--- config.mk ---
export PLATFORM = sky130hd
export DESIGN_NAME = sponge_hash_176
export DESIGN_NICKNAME = d
export VERILOG_FILES = /design/src/hw/rtl/sh176_pkg.sv /design/src/hw/rtl/sh176_front.sv /design/src/hw/rtl/sh176_queue.sv /design/src/hw/rtl/sh176_core.sv /design/src/hw/rtl/sponge_hash_176.sv
export SDC_FILE = /design/constraint.sdc
export NUM_CORES = 1
export LEC_CHECK = 0
export ABC_AREA = 1
export CAP_MARGIN = 25
export CORE_ASPECT_RATIO = 0.5
export CORE_MARGIN = 2
export CORE_UTILIZATION = 40
export CTS_BUF_LIST = sky130_fd_sc_hd__clkbuf_8
export DETAILED_ROUTE_END_ITERATION = 8
export DONT_BUFFER_PORTS = 1
export PLACE_DENSITY_LB_ADDON = 0.3
export SETUP_SLACK_MARGIN = 0.4
export SYNTH_ARGS = -nofsm -noshare
export SYNTH_HDL_FRONTEND = slang
export SYNTH_SLANG_ARGS = --single-unit
--- constraint.sdc ---
create_clock -name clk -period 2.85 [get_ports clk]
set_input_delay 0.4275 -clock clk [delete_from_list [all_inputs] [get_ports clk]]
set_output_delay 0.4275 -clock clk [all_outputs]
set_load 0.005 [all_outputs]
--- src/hw/rtl/sh176_pkg.sv ---
// Shared types, constants and round functions for the sponge_hash_176 block.
// No dependencies; imported by every module of the block.
package sh176_pkg;

	localparam int STATE_BYTES  = 22;
	localparam int STATE_BITS   = STATE_BYTES * 8;
	localparam int DIGEST_BYTES = 20;
	localparam int ROUND_COUNT  = 90;
	localparam int RND_W        = (ROUND_COUNT > 1) ? $clog2(ROUND_COUNT) : 1;
	localparam int RC_IDX_W     = 7;
	localparam int DIG_IDX_W    = $clog2(STATE_BYTES);
	localparam int PERM_STRIDE  = STATE_BITS / 4;
	localparam int QUEUE_DEPTH  = 2;
	localparam int QPTR_W       = $clog2(QUEUE_DEPTH);
	localparam int QCNT_W       = $clog2(QUEUE_DEPTH + 1);

	localparam logic [7:0] PAD_BYTE  = 8'h80;
	localparam logic [7:0] ZERO_BYTE = 8'h00;

	// One block to absorb; squeeze marks the padded final block.
	typedef struct packed {
		logic [7:0] first;
		logic [7:0] second;
		logic       squeeze;
	} cmd_t;

	typedef enum logic [1:0] {
		ST_IDLE,
		ST_ROUND,
		ST_SQUEEZE
	} core_state_t;

	function automatic logic [3:0] sbox4(input logic [3:0] x);
		logic [3:0] y;
		unique case (x)
			4'h0: y = 4'hC;
			4'h1: y = 4'h5;
			4'h2: y = 4'h6;
			4'h3: y = 4'hB;
			4'h4: y = 4'h9;
			4'h5: y = 4'h0;
			4'h6: y = 4'hA;
			4'h7: y = 4'hD;
			4'h8: y = 4'h3;
			4'h9: y = 4'hE;
			4'hA: y = 4'hF;
			4'hB: y = 4'h8;
			4'hC: y = 4'h4;
			4'hD: y = 4'h7;
			4'hE: y = 4'h1;
			default: y = 4'h2;
		endcase
		return y;
	endfunction

	// Per-round constant XORed into the top state byte; zero past the table.
	function automatic logic [7:0] round_const(input logic [RC_IDX_W-1:0] idx);
		logic [7:0] c;
		unique case (idx)
			7'd0:  c = 8'h75;
			7'd1:  c = 8'h3A;
			7'd2:  c = 8'h1D;
			7'd3:  c = 8'h0E;
			7'd4:  c = 8'h07;
			7'd5:  c = 8'h03;
			7'd6:  c = 8'h01;
			7'd16: c = 8'h08;
			7'd17: c = 8'h04;
			7'd18: c = 8'h02;
			7'd19: c = 8'h01;
			7'd32: c = 8'h10;
			7'd33: c = 8'h08;
			7'd34: c = 8'h04;
			7'd35: c = 8'h02;
			7'd36: c = 8'h01;
			7'd48: c = 8'h20;
			7'd49: c = 8'h10;
			7'd50: c = 8'h08;
			7'd51: c = 8'h04;
			7'd52: c = 8'h02;
			7'd53: c = 8'h01;
			7'd64: c = 8'h40;
			7'd65: c = 8'h20;
			7'd66: c = 8'h10;
			7'd67: c = 8'h08;
			7'd68: c = 8'h04;
			7'd69: c = 8'h02;
			7'd70: c = 8'h01;
			7'd81: c = 8'h40;
			7'd82: c = 8'h20;
			7'd83: c = 8'h10;
			7'd84: c = 8'h08;
			7'd85: c = 8'h04;
			7'd86: c = 8'h02;
			7'd87: c = 8'h01;
			default: c = 8'h00;
		endcase
		return c;
	endfunction

endpackage

--- src/hw/rtl/sh176_front.sv ---
// Input side of sponge_hash_176: pairs message bytes into blocks and adds padding.
// Depends on sh176_pkg; feeds block commands into sh176_queue.
module sh176_front
	import sh176_pkg::*;
(
	input  logic       clk,
	input  logic       arst_n,
	input  logic [7:0] data_byte,
	input  logic       carries_byte,
	input  logic       final_item,
	input  logic       in_valid,
	output logic       in_ready,
	output logic       push,
	output cmd_t       push_cmd,
	input  logic       q_full
);

	logic [7:0] held_byte_q;
	logic       held_valid_q;
	logic       pend_valid_q;
	cmd_t       pend_cmd_q;

	logic       accept;
	logic       has_a;
	logic       two_cmds;
	cmd_t       cmd_a;
	cmd_t       cmd_pad;
	logic [7:0] hb_d;
	logic       hv_d;

	assign in_ready = !pend_valid_q && !q_full;
	assign accept   = in_valid && in_ready;

	always_comb begin
		has_a   = 1'b0;
		cmd_a   = '{first: held_byte_q, second: data_byte, squeeze: 1'b0};
		hb_d    = held_byte_q;
		hv_d    = held_valid_q;
		if (carries_byte && held_valid_q) begin
			has_a = 1'b1;
			hv_d  = 1'b0;
			hb_d  = ZERO_BYTE;
		end else if (carries_byte) begin
			hv_d = 1'b1;
			hb_d = data_byte;
		end
		if (hv_d) begin
			cmd_pad = '{first: hb_d, second: PAD_BYTE, squeeze: 1'b1};
		end else begin
			cmd_pad = '{first: PAD_BYTE, second: ZERO_BYTE, squeeze: 1'b1};
		end
		two_cmds = has_a && final_item;
		if (final_item) begin
			hv_d = 1'b0;
			hb_d = ZERO_BYTE;
		end
	end

	always_comb begin
		if (pend_valid_q) begin
			push     = !q_full;
			push_cmd = pend_cmd_q;
		end else begin
			push     = accept && (has_a || final_item);
			push_cmd = has_a ? cmd_a : cmd_pad;
		end
	end

	always_ff @(posedge clk or negedge arst_n) begin
		if (!arst_n) begin
			held_byte_q  <= '0;
			held_valid_q <= 1'b0;
			pend_valid_q <= 1'b0;
		end else begin
			if (accept) begin
				held_byte_q  <= hb_d;
				held_valid_q <= hv_d;
			end
			if (accept && two_cmds) begin
				pend_valid_q <= 1'b1;
			end else if (pend_valid_q && !q_full) begin
				pend_valid_q <= 1'b0;
			end
		end
	end

	always_ff @(posedge clk) begin
		if (accept && two_cmds) begin
			pend_cmd_q <= cmd_pad;
		end
	end

endmodule

--- src/hw/rtl/sh176_queue.sv ---
// Short command queue between the front and the permutation core.
// Depends on sh176_pkg for cmd_t and the queue depth.
module sh176_queue
	import sh176_pkg::*;
(
	input  logic clk,
	input  logic arst_n,
	input  logic push,
	input  cmd_t push_cmd,
	output logic full,
	input  logic pop,
	output cmd_t pop_cmd,
	output logic empty
);

	cmd_t              mem_q [QUEUE_DEPTH];
	logic [QPTR_W-1:0] wr_ptr_q;
	logic [QPTR_W-1:0] rd_ptr_q;
	logic [QCNT_W-1:0] cnt_q;

	assign full    = (cnt_q == QCNT_W'(QUEUE_DEPTH));
	assign empty   = (cnt_q == '0);
	assign pop_cmd = mem_q[rd_ptr_q];

	always_ff @(posedge clk) begin
		if (push && !full) begin
			mem_q[wr_ptr_q] <= push_cmd;
		end
	end

	always_ff @(posedge clk or negedge arst_n) begin
		if (!arst_n) begin
			wr_ptr_q <= '0;
			rd_ptr_q <= '0;
			cnt_q    <= '0;
		end else begin
			if (push && !full) begin
				wr_ptr_q <= (wr_ptr_q == QPTR_W'(QUEUE_DEPTH - 1)) ? '0 : wr_ptr_q + 1'b1;
			end
			if (pop && !empty) begin
				rd_ptr_q <= (rd_ptr_q == QPTR_W'(QUEUE_DEPTH - 1)) ? '0 : rd_ptr_q + 1'b1;
			end
			cnt_q <= cnt_q + QCNT_W'(push && !full) - QCNT_W'(pop && !empty);
		end
	end

endmodule

--- src/hw/rtl/sh176_core.sv ---
// Permutation core: absorbs blocks, runs one round per cycle, squeezes the digest.
// Depends on sh176_pkg for the S-box, round constants and state machine type.
module sh176_core
	import sh176_pkg::*;
(
	input  logic       clk,
	input  logic       arst_n,
	input  cmd_t       pop_cmd,
	input  logic       q_empty,
	output logic       pop,
	output logic       out_valid,
	input  logic       out_ready,
	output logic [7:0] out_byte,
	output logic       out_last
);

	core_state_t st_q, st_d;

	logic [STATE_BITS-1:0] state_q;
	logic [STATE_BITS-1:0] sub_w;
	logic [STATE_BITS-1:0] perm_w;
	logic [STATE_BITS-1:0] round_w;
	logic [RND_W-1:0]      rnd_q;
	logic [DIG_IDX_W-1:0]  dig_idx_q;
	logic                  squeeze_q;
	logic                  out_valid_q;
	logic [7:0]            out_byte_q;
	logic                  out_last_q;

	logic load_out;
	logic last_round;
	logic last_dig;

	assign last_round = (rnd_q == RND_W'(ROUND_COUNT - 1));
	assign last_dig   = (dig_idx_q == DIG_IDX_W'(DIGEST_BYTES - 1));

	// One round: nibble substitution, bit spread by four, constant into top byte.
	always_comb begin
		for (int n = 0; n < STATE_BITS / 4; n++) begin
			sub_w[n*4 +: 4] = sbox4(state_q[n*4 +: 4]);
		end
		for (int j = 0; j < STATE_BITS; j++) begin
			perm_w[(j % 4) * PERM_STRIDE + j / 4] = sub_w[j];
		end
		round_w = perm_w;
		round_w[STATE_BITS-8 +: 8] = perm_w[STATE_BITS-8 +: 8]
			^ round_const(RC_IDX_W'(rnd_q));
	end

	always_comb begin
		st_d = st_q;
		unique case (st_q)
			ST_IDLE: begin
				if (!q_empty) begin
					st_d = ST_ROUND;
				end
			end
			ST_ROUND: begin
				if (last_round) begin
					st_d = squeeze_q ? ST_SQUEEZE : ST_IDLE;
				end
			end
			ST_SQUEEZE: begin
				if (load_out && last_dig) begin
					st_d = ST_IDLE;
				end
			end
			default: st_d = ST_IDLE;
		endcase
	end

	always_comb begin
		pop      = 1'b0;
		load_out = 1'b0;
		unique case (st_q)
			ST_IDLE:    pop      = !q_empty;
			ST_ROUND:   ;
			ST_SQUEEZE: load_out = !out_valid_q || out_ready;
			default:    ;
		endcase
	end

	always_ff @(posedge clk or negedge arst_n) begin
		if (!arst_n) begin
			st_q        <= ST_IDLE;
			state_q     <= '0;
			rnd_q       <= '0;
			dig_idx_q   <= '0;
			squeeze_q   <= 1'b0;
			out_valid_q <= 1'b0;
		end else begin
			st_q <= st_d;
			if (pop) begin
				state_q[7:0]  <= state_q[7:0] ^ pop_cmd.first;
				state_q[15:8] <= state_q[15:8] ^ pop_cmd.second;
				squeeze_q     <= pop_cmd.squeeze;
				rnd_q         <= '0;
				dig_idx_q     <= '0;
			end else if (st_q == ST_ROUND) begin
				state_q <= round_w;
				rnd_q   <= rnd_q + 1'b1;
			end else if (load_out) begin
				dig_idx_q <= dig_idx_q + 1'b1;
				if (last_dig) begin
					state_q <= '0;
				end
			end
			if (load_out) begin
				out_valid_q <= 1'b1;
			end else if (out_ready) begin
				out_valid_q <= 1'b0;
			end
		end
	end

	always_ff @(posedge clk) begin
		if (load_out) begin
			out_byte_q <= state_q[dig_idx_q*8 +: 8];
			out_last_q <= last_dig;
		end
	end

	assign out_valid = out_valid_q;
	assign out_byte  = out_byte_q;
	assign out_last  = out_last_q;

	// A block is only taken from the queue while no permutation or squeeze runs.
	a_pop_idle: assert property (@(posedge clk) disable iff (!arst_n)
		pop |-> (st_q == ST_IDLE))
		else $error("block popped while core busy");

	// Squeeze finishes with a cleared sponge state.
	a_clear_after_digest: assert property (@(posedge clk) disable iff (!arst_n)
		(load_out && last_dig) |=> (state_q == '0))
		else $error("state not cleared after digest");

	// The digest index never runs past the last digest byte while squeezing.
	a_dig_range: assert property (@(posedge clk) disable iff (!arst_n)
		(st_q == ST_SQUEEZE) |-> (dig_idx_q <= DIG_IDX_W'(DIGEST_BYTES - 1)))
		else $error("digest index out of range");

	// Only a squeeze block leads from rounds into the squeeze state.
	a_squeeze_entry: assert property (@(posedge clk) disable iff (!arst_n)
		(st_q == ST_ROUND && last_round) |=> ((st_q == ST_SQUEEZE) == $past(squeeze_q)))
		else $error("wrong state after last round");

endmodule

--- src/hw/rtl/sponge_hash_176.sv ---
// Top level of the byte-serial sponge hash over a 176-bit state.
// Depends on sh176_pkg, sh176_front, sh176_queue and sh176_core.
//
// Message bytes come in one request at a time. The front pairs them into
// two-byte blocks, pads the message end with 0x80 (closing an odd block, or
// forming its own block 0x80,0x00) and queues block commands, two deep. The
// core loads a block into state bytes 0 and 1 and then runs 90 rounds, one
// per cycle. The final block is followed by 20 digest requests, state byte 0
// first, one per cycle while the sink takes them, with tlast on the twentieth;
// the state is then cleared for the next message. The front keeps taking
// bytes while the queue has room and no padding block waits to be pushed,
// and the registered output lets the core pick up the next block as soon as
// the last digest byte has been loaded.
module sponge_hash_176
	import sh176_pkg::*;
(
	input  logic       clk,
	input  logic       arst_n,
	input  logic       s_axis_tvalid,
	output logic       s_axis_tready,
	input  logic [7:0] s_axis_tdata,   // [7:0] data_byte
	input  logic [0:0] s_axis_tuser,   // [0] carries_byte
	input  logic       s_axis_tlast,   // final_item
	output logic       m_axis_tvalid,
	input  logic       m_axis_tready,
	output logic [7:0] m_axis_tdata,   // [7:0] hash_byte
	output logic       m_axis_tlast    // last_of_digest
);

	logic push;
	cmd_t push_cmd;
	logic q_full;
	logic pop;
	cmd_t pop_cmd;
	logic q_empty;

	// Front: byte pairing and padding.
	sh176_front u_front (
		.clk          (clk),
		.arst_n       (arst_n),
		.data_byte    (s_axis_tdata),
		.carries_byte (s_axis_tuser[0]),
		.final_item   (s_axis_tlast),
		.in_valid     (s_axis_tvalid),
		.in_ready     (s_axis_tready),
		.push         (push),
		.push_cmd     (push_cmd),
		.q_full       (q_full)
	);

	// Decouples the front from the long-running permutation.
	sh176_queue u_queue (
		.clk      (clk),
		.arst_n   (arst_n),
		.push     (push),
		.push_cmd (push_cmd),
		.full     (q_full),
		.pop      (pop),
		.pop_cmd  (pop_cmd),
		.empty    (q_empty)
	);

	// Back: absorb, rounds, squeeze.
	sh176_core u_core (
		.clk       (clk),
		.arst_n    (arst_n),
		.pop_cmd   (pop_cmd),
		.q_empty   (q_empty),
		.pop       (pop),
		.out_valid (m_axis_tvalid),
		.out_ready (m_axis_tready),
		.out_byte  (m_axis_tdata),
		.out_last  (m_axis_tlast)
	);

endmodule
==> summary.md, run 1 <==
| Metric | Value |
|---|---|
| Run status | `finished with violations` |
| Failing checks | `hold timing` |
| Clk root buf | `clkbuf_8` |
| Clock Tree Buf Depth | `3` |
| GP Congestion | `0.942` |
| Min Tclk post-route | `2270 ps` |
| Max Slew Vio Count | `0` |
| Final #Nets | `roughly 2600` |
| CTS clk-pin slew, worst paths | `60 ps` |
| CP arrival | `2760 ps` |
| EDFF count, synth | `52` |
| Crit path buffers/inverters | `1` |
| Sequential area share after synthesis | `about 35%` |
| Core area | `~48000 µm²` |
| Clock Skew | `40.8 ps` |
| Grt ovf | `0` |
| Top cells by count, synth | `nand2_1 (430), o21ai_0 (361), ha_1 (232)` |
| Netlist cell types | `39` |
| Synth Register Bits | `258` |
| Placed inst area | `20000 µm²` |
| Crit Path Max Fanout | `6` |
| I/O pins | `25` |
| Initial antenna violation count | `2` |
| Setup Buffers After CTS | `0` |
| Mapped Avg Cell Area | `8.11 µm²` |
| TritonRoute pass-1 iters | `5` |
| RSZ-0062 raised after global routing | `false` |
| Endpoints failing hold | `slightly above 200` |
| Setup TNS | `0 ps` |
| Vias/cell | `around 5.4` |
| Hold Path Class | `input port to async pin` |
| Slowest CP cell | `a31oi_1` |
| Total wire length | `55.9 mm` |
| Clock Sinks | `258` |
| Area share of the largest cell type after synthesis | `between 20% and 30%` |
| Crit start category | `register` |
| Die extent in x | `316 µm` |
| CTS Buf Count | `between 40 and 50` |
| Worst Path Required | `3340 ps` |
| Clock Latency Late Sink | `610 ps` |
| Port bufs | `0` |
| Reg2Reg Depth | `7` |
| Crit path max-delay family | `simple AND/OR/NAND/NOR gates` |
| Multi-input gate area | `11300 µm²` |
| Worst Setup End Kind | `register` |
| Ys async rst share | `79.8%` |
| Wire length per cell | `around 18 µm` |
| Most numerous cell in the Yosys netlist | `nand2_1` |
| Mapped Nets | `2643` |
| CP dominant cell by count | `nand3_1` |
| WP depth | `7` |
| Worst Tran Pin Value | `between 700 and 800 ps` |
| # setup viols final | `0` |
| Crit Path Category | `register to register` |
| Area grow syn2layout | `7.63%` |
| Yosys synthesis warning count | `0` |
| Vias in the first global route | `about 15000` |
| Pin count of the biggest net entering global routing | `slightly above 200` |
| Htree depth | `2` |
| DIE AREA | `50500 µm²` |
| GR Util All Layers | `21.9%` |
| Worst hold slack | `-435 ps` |
| Antenna viol nets, final | `0` |
| FF/Latch Area | `6720 µm²` |
| Max-cap violations | `0` |
| First-pass GRT wire length | `87.0 mm` |
| Peak Freq | `440 MHz` |
| Syn Inst Count | `2397` |
| Row count | `57` |
| Starting density of the core | `40.3%` |
| Die Span Y | `160 µm` |
| Ys flop type | `dfrtp_1` |
| TritonCTS clock tree | `built` |
| Synth top area cells | `dfrtp_1 (27%), ha_1 (15%), o21ai_0 (9.3%)` |
| Post-DP HPWL | `~40 mm` |
| Initial drt markers | `1470` |
| Final Cycle Share | `79.8%` |
| Slew headroom | `47.9%` |
| Share of cells above drive strength 1 | `a little under an eighth` |
| Post-cts resize count | `0` |
| # DRC | `0` |
| CP cell instances | `inv_1, ha_1, or2_2, a31oi_1, nand3_1, nand3_1, nand2_1` |
| Synth area leader | `dfrtp_1` |
| Synthesized cell area | `19400 µm²` |
| Filler Cell Count | `a little under 5000` |
| Final Cell Area | `roughly 21000 µm²` |
| Vias | `16504` |
| CP peak stage delay | `around 630 ps` |
## logic make-up after synthesis
family                   share of synthesized area, %
adder cells (fa/ha/maj)                          14.9
XOR/XNOR                                         2.12
AO/OA/AOI/OAI                                    23.4
AND/OR/NAND/NOR                                  16.8
flip-flops                                       34.5
buffers and inverters                            7.45
multiplexers                                    0.721
## flip-flops by register name, indices dropped and copies added, names as in the netlist
signal	cells
u_core.dig_idx_q	5
u_core.out_byte	8
u_core.out_last	1
u_core.out_valid	1
u_core.rnd_q	7
u_core.squeeze_q	1
u_core.st_q	2
u_core.state_q	176
u_front.held_byte_q	8
u_front.held_valid_q	1
u_front.pend_cmd_q	9
u_front.pend_valid_q	1
u_queue.cnt_q	2
u_queue.mem_q	34
u_queue.rd_ptr_q	1
u_queue.wr_ptr_q	1
## cells in the final DEF, fill, tap and decap left out, drive strengths merged
cell	instances
nor2	81
edfxtp	52
a31oi	16
clkinv	15
inv	241
o221ai	19
nand2	435
nor3	5
ha	232
o22ai	40
dfrtp	206
or2	49
o31ai	2
xnor2	1
nand3b	2
diode	2
mux2i	14
o211ai	48
o21ai	483
clkinvlp	1
a21o	1
nand4	2
a21oi	152
clkbuf	53
bufinv	3
nand3	188
xor2	46
buf	30
## routing by layer
layer | vias up | GRT usage (%) | share of wire (%)
met4 | 0 | 6.42 | 2.6
met5 | - | 0 | 0
met1 | 7803 | 31.9 | 47
li1 | 8173 | - | -
met2 | 452 | 32.3 | 43
met3 | 76 | 5.09 | 7.9
## per-stage QoR
| step | instances | worst slack [ps] | hold WS, ps | util, % |
|---|---|---|---|---|
| final | 3068 | 576 | -435 | 43.3 |
| after global routing | 3067 | 432 | -470 | 43.3 |
| after CTS | 3066 | 671 | -490 | 43.3 |
| after detailed placement | 2989 | 688 | 135 | 41.4 |
| after global placement | 2989 | 670 | 136 | 41.4 |
| after floorplan | 2397 | 602 | 132 | - |
## layout make-up
type | count | share of cell area, %
Clock buffer | 53 | 3.49
Antenna cell | 2 | 0.0239
Sequential cell | 258 | 32.1
Timing Repair Buffer | 30 | 1.44
Multi-Input combinational cell | 1816 | 54.0
Tap cell | 649 | 3.88
Clock inverter | 24 | 0.867
Inverter | 236 | 4.23
## worst paths after layout
check                                      from                    to  slack [ps]
max                         u_core.state_q[148]   u_core.state_q[169]         580
min                                      arst_n       u_core.rnd_q[1]        -430
max reg2reg                 u_core.state_q[148]   u_core.state_q[169]         580
min reg2reg                u_front.held_valid_q  u_front.held_valid_q         510
max in group asynchronous                arst_n    u_core.state_q[80]        2850
min in group clk                  m_axis_tready      u_core.out_valid          70
Power of run 1 is not shown: default switching activity piles up to over one toggle a cycle in this logic, so the estimate is an artifact.
==> run 2, diff against run 1 <==
--- a/config.mk
+++ b/config.mk
@@ -5,7 +5,7 @@
 export SDC_FILE = /design/constraint.sdc
 export NUM_CORES = 1
 export LEC_CHECK = 0
-export ABC_AREA = 1
+export ABC_AREA = 0
 export CAP_MARGIN = 25
 export CORE_ASPECT_RATIO = 0.5
 export CORE_MARGIN = 2
==> constraint.sdc (replaced) <==
create_clock -name clk -period 2.21 [get_ports clk]
set_input_delay 0.3315 -clock clk [delete_from_list [all_inputs] [get_ports clk]]
set_output_delay 0.3315 -clock clk [all_outputs]
set_load 0.005 [all_outputs]
==> run 2 against run 1 <==
Against the previous run:
- the run still ends with hold timing left
- wire length up 12%
- sequential cell count unchanged
- area after synthesis down 0.50%
- via count down 7.8%
- worst hold slack worse by 120 ps
- count of clock-buffer cells in the layout down 4
- utilization up 6.6 points
- non-clock buffer count up 141
- critical endpoint is now u_core.out_byte[3]
- largest cell class unchanged
==> summary.md, run 2 <==
| Metric | Value |
|---|---|
| CP arrival | `2460 ps (-300 ps)` |
| Final #Nets | `2150 (-18%)` |
| Total wire length | `62.6 mm (+12%)` |
| GP Congestion | `0.909 (-3.5%)` |
| Crit Path Category | `register to register` |
| TritonRoute pass-1 iters | `5 (unchanged)` |
| Die extent in x | `315 µm (-0.25%)` |
| Vias in the first global route | `13886 (-7.6%)` |
| # DRC | `0 (unchanged)` |
| Commonest non-fill, non-tap cell in the layout | `ha_1` |
| GR Util All Layers | `23.3% (+1.3 points)` |
| Starting density of the core | `40.9% (+0.63 points)` |
| Synth top area cells | `dfrtp_1 (27%), ha_1 (15%), mux4_2 (13%)` |
| Max reg flops | `176 (unchanged)` |
| Hold Path Class | `input port to async pin` |
| Filler Cell Count | `4168 (-14%)` |
| Worst hold slack | `-551 ps (-116 ps)` |
| Mapped Avg Cell Area | `10.4 µm² (+29%)` |
| Htree depth | `2 (unchanged)` |
| Ys async rst share | `79.8% (unchanged)` |
| Port bufs | `0 (unchanged)` |
| Run status | `finished with violations` |
| Ys flop type | `dfrtp_1` |
| # setup viols final | `0 (unchanged)` |
| Synthesized cell area | `19300 µm² (-0.50%)` |
| RSZ-0062 raised after global routing | `true` |
| Post-DP HPWL | `38.9 mm (-4.9%)` |
| Vias | `15211 (-7.8%)` |
| Grt ovf | `0 (unchanged)` |
| Clock Skew | `36.7 ps (-4.14 ps)` |
| Flop-to-flop setup slack | `80 ps (-500 ps)` |
| Row count | `56 (-1.8%)` |
| Initial drt markers | `1667 (+13%)` |
| Crit Path Max Fanout | `7 (+1)` |
| Sequential area share after synthesis | `34.7% (+0.17 points)` |
| Reg2Reg Depth | `4 (-3)` |
| Die Span Y | `159 µm (-0.25%)` |
| Peak Freq | `468 MHz (+6.5%)` |
| Share of cells above drive strength 1 | `31.9% (+20 points)` |
| DIE AREA | `50200 µm² (-0.49%)` |
| CTS Buf Count | `43 (unchanged)` |
| Vias/cell | `5.90 (+9.7%)` |
| Synth area leader | `dfrtp_1` |
| Netlist cell types | `57 (+46%)` |
| Most frequent cells in the layout | `ha_1 (225), inv_1 (170), dfrtp_1 (167)` |
| Reg-to-reg endpoint | `u_core.out_byte[3]` |
| Antenna viol nets, final | `0 (unchanged)` |
| EDFF count, synth | `52 (unchanged)` |
| Top reg by flops | `u_core.state_q` |
| CTS clk-pin slew, worst paths | `70 ps (about the same)` |
| Worst Path Required | `2540 ps (-800 ps)` |
| Clk root buf | `clkbuf_8` |
| # diodes | `0 (-2)` |
| Most numerous cell in the Yosys netlist | `ha_1` |
| Synth Register Bits | `258 (unchanged)` |
| Clock Sinks | `258 (unchanged)` |
| Mapped Nets | `2098 (-21%)` |
| Endpoints failing hold | `206 (unchanged)` |
| Top cells by count, synth | `ha_1 (232), dfrtp_1 (206), inv_1 (159)` |
| Core area | `47300 µm² (-2.0%)` |
| Worst Setup End Kind | `register` |
| Max Slew Vio Count | `0 (unchanged)` |
| Worst Tran Pin Value | `664 ps (-112 ps)` |
| Crit start category | `register` |
| Final Cycle Share | `96.6% (+17 points)` |
| First-pass GRT wire length | `89.5 mm (+2.9%)` |
| Setup TNS | `0 ps (unchanged)` |
| Initial antenna violation count | `1 (-1)` |
| Wire length per cell | `24.3 µm (+33%)` |
| Reg2Reg Launch Point | `u_core.dig_idx_q[0]` |
| Hold-fix buffers, CTS | `12` |
| Pin count of the biggest net entering global routing | `207 (unchanged)` |
| I/O pins | `25 (unchanged)` |
| Max-cap violations | `0 (unchanged)` |
| Syn Inst Count | `1852 (-23%)` |
| TritonCTS clock tree | `built` |
| Area grow syn2layout | `22.2%` |
| Yosys synthesis warning count | `0 (unchanged)` |
| Regs by FF count | `u_core.state_q x176, u_queue.mem_q x34, u_front.pend_cmd_q x9` |
| Min Tclk post-route | `2130 ps (-139 ps)` |
| Slew headroom | `55.6% (+7.7 points)` |
| Failing checks | `hold timing` |
| Clock Tree Buf Depth | `3 (unchanged)` |
| Clock Latency Late Sink | `610 ps (about the same)` |
| Area share of the largest cell type after synthesis | `26.7% (+0.13 points)` |
==> run 2: cells by family after synthesis <==
| group | count (synthesis) | synth area share (%) |
|---|---|---|
| AO/OA/AOI/OAI | 420 | 13.7 |
| AND/OR/NAND/NOR | 346 | 8.56 |
| buffers and inverters | 325 | 6.66 |
| flip-flops | 258 | 34.7 |
| adder cells (fa/ha/maj) | 232 | 15.0 |
| multiplexers | 223 | 19.2 |
| XOR/XNOR | 48 | 2.17 |
==> run 2: how the worst max path moves through the flow <==
stage | start | end
2_1_floorplan | u_front.held_valid_q | u_queue.mem_q[0][0]
3_3_place_gp | u_core.dig_idx_q[0] | u_core.out_byte[3]
3_5_place_dp | u_core.state_q[149] | u_core.state_q[169]
4_1_cts | u_core.dig_idx_q[1] | u_core.out_byte[3]
5_1_grt | u_core.dig_idx_q[0] | u_core.out_byte[3]
6_report | u_core.dig_idx_q[0] | u_core.out_byte[3]
==> run 2: timing repair <==
| item | in CTS | in global routing |
|---|---|---|
| resized for setup | 171 | 217 |
| buffers inserted | 31 | 19 |
| setup endpoints to repair | 154 | 193 |
| endpoints found under the hold margin | 237 | 206 |
| pin swaps | 18 | 34 |
| cloned | 17 | 16 |
==> run 2: worst max-delay path, stage by stage, from the launching register on <==
cell and delay, ps:
dfrtp_4 530, mux4_2 510, mux2_4 290, a222oi_1 430
o21ai_1 120
==> run 2: metal layers <==
metal / share of wire [%] / wire length, µm / global-route usage (%) / up-vias
met5: 0.022 / 14 / 0 / -
met4: 4.3 / 2670 / 8.48 / 2
met3: 11 / 6580 / 5.03 / 172
met2: 43 / 26800 / 34.4 / 734
met1: 42 / 26500 / 33.5 / 7583
li1: - / - / - / 6720
==> run 2: final cells by class <==
class	count	area, µm²	share of cell area (%)
sequential	258	6770	28.6
tap	638	798	3.38
clock inverter	31	185	0.784
timing repair buffer	171	2180	9.22
multi-input combinational	1270	12400	52.6
clock buffer	49	674	2.85
inverter	160	607	2.57
==> run 2: through the flow <==
stage / setup slack (ps) / cell area (µm²) / util (%) / hold WS [ps] / instances
after floorplan: 369 / 19400 / - / 35.9 / 1852
after global placement: 139 / 20200 / 42.6 / 47.3 / 2402
after detailed placement: 123 / 20200 / 42.6 / 46.8 / 2402
after CTS: 195 / 22400 / 47.4 / -602 / 2542
after global routing: 77.5 / 23600 / 50.0 / -586 / 2577
final: 75.4 / 23600 / 50.0 / -551 / 2577
Power of run 2 is left out for the same reason.
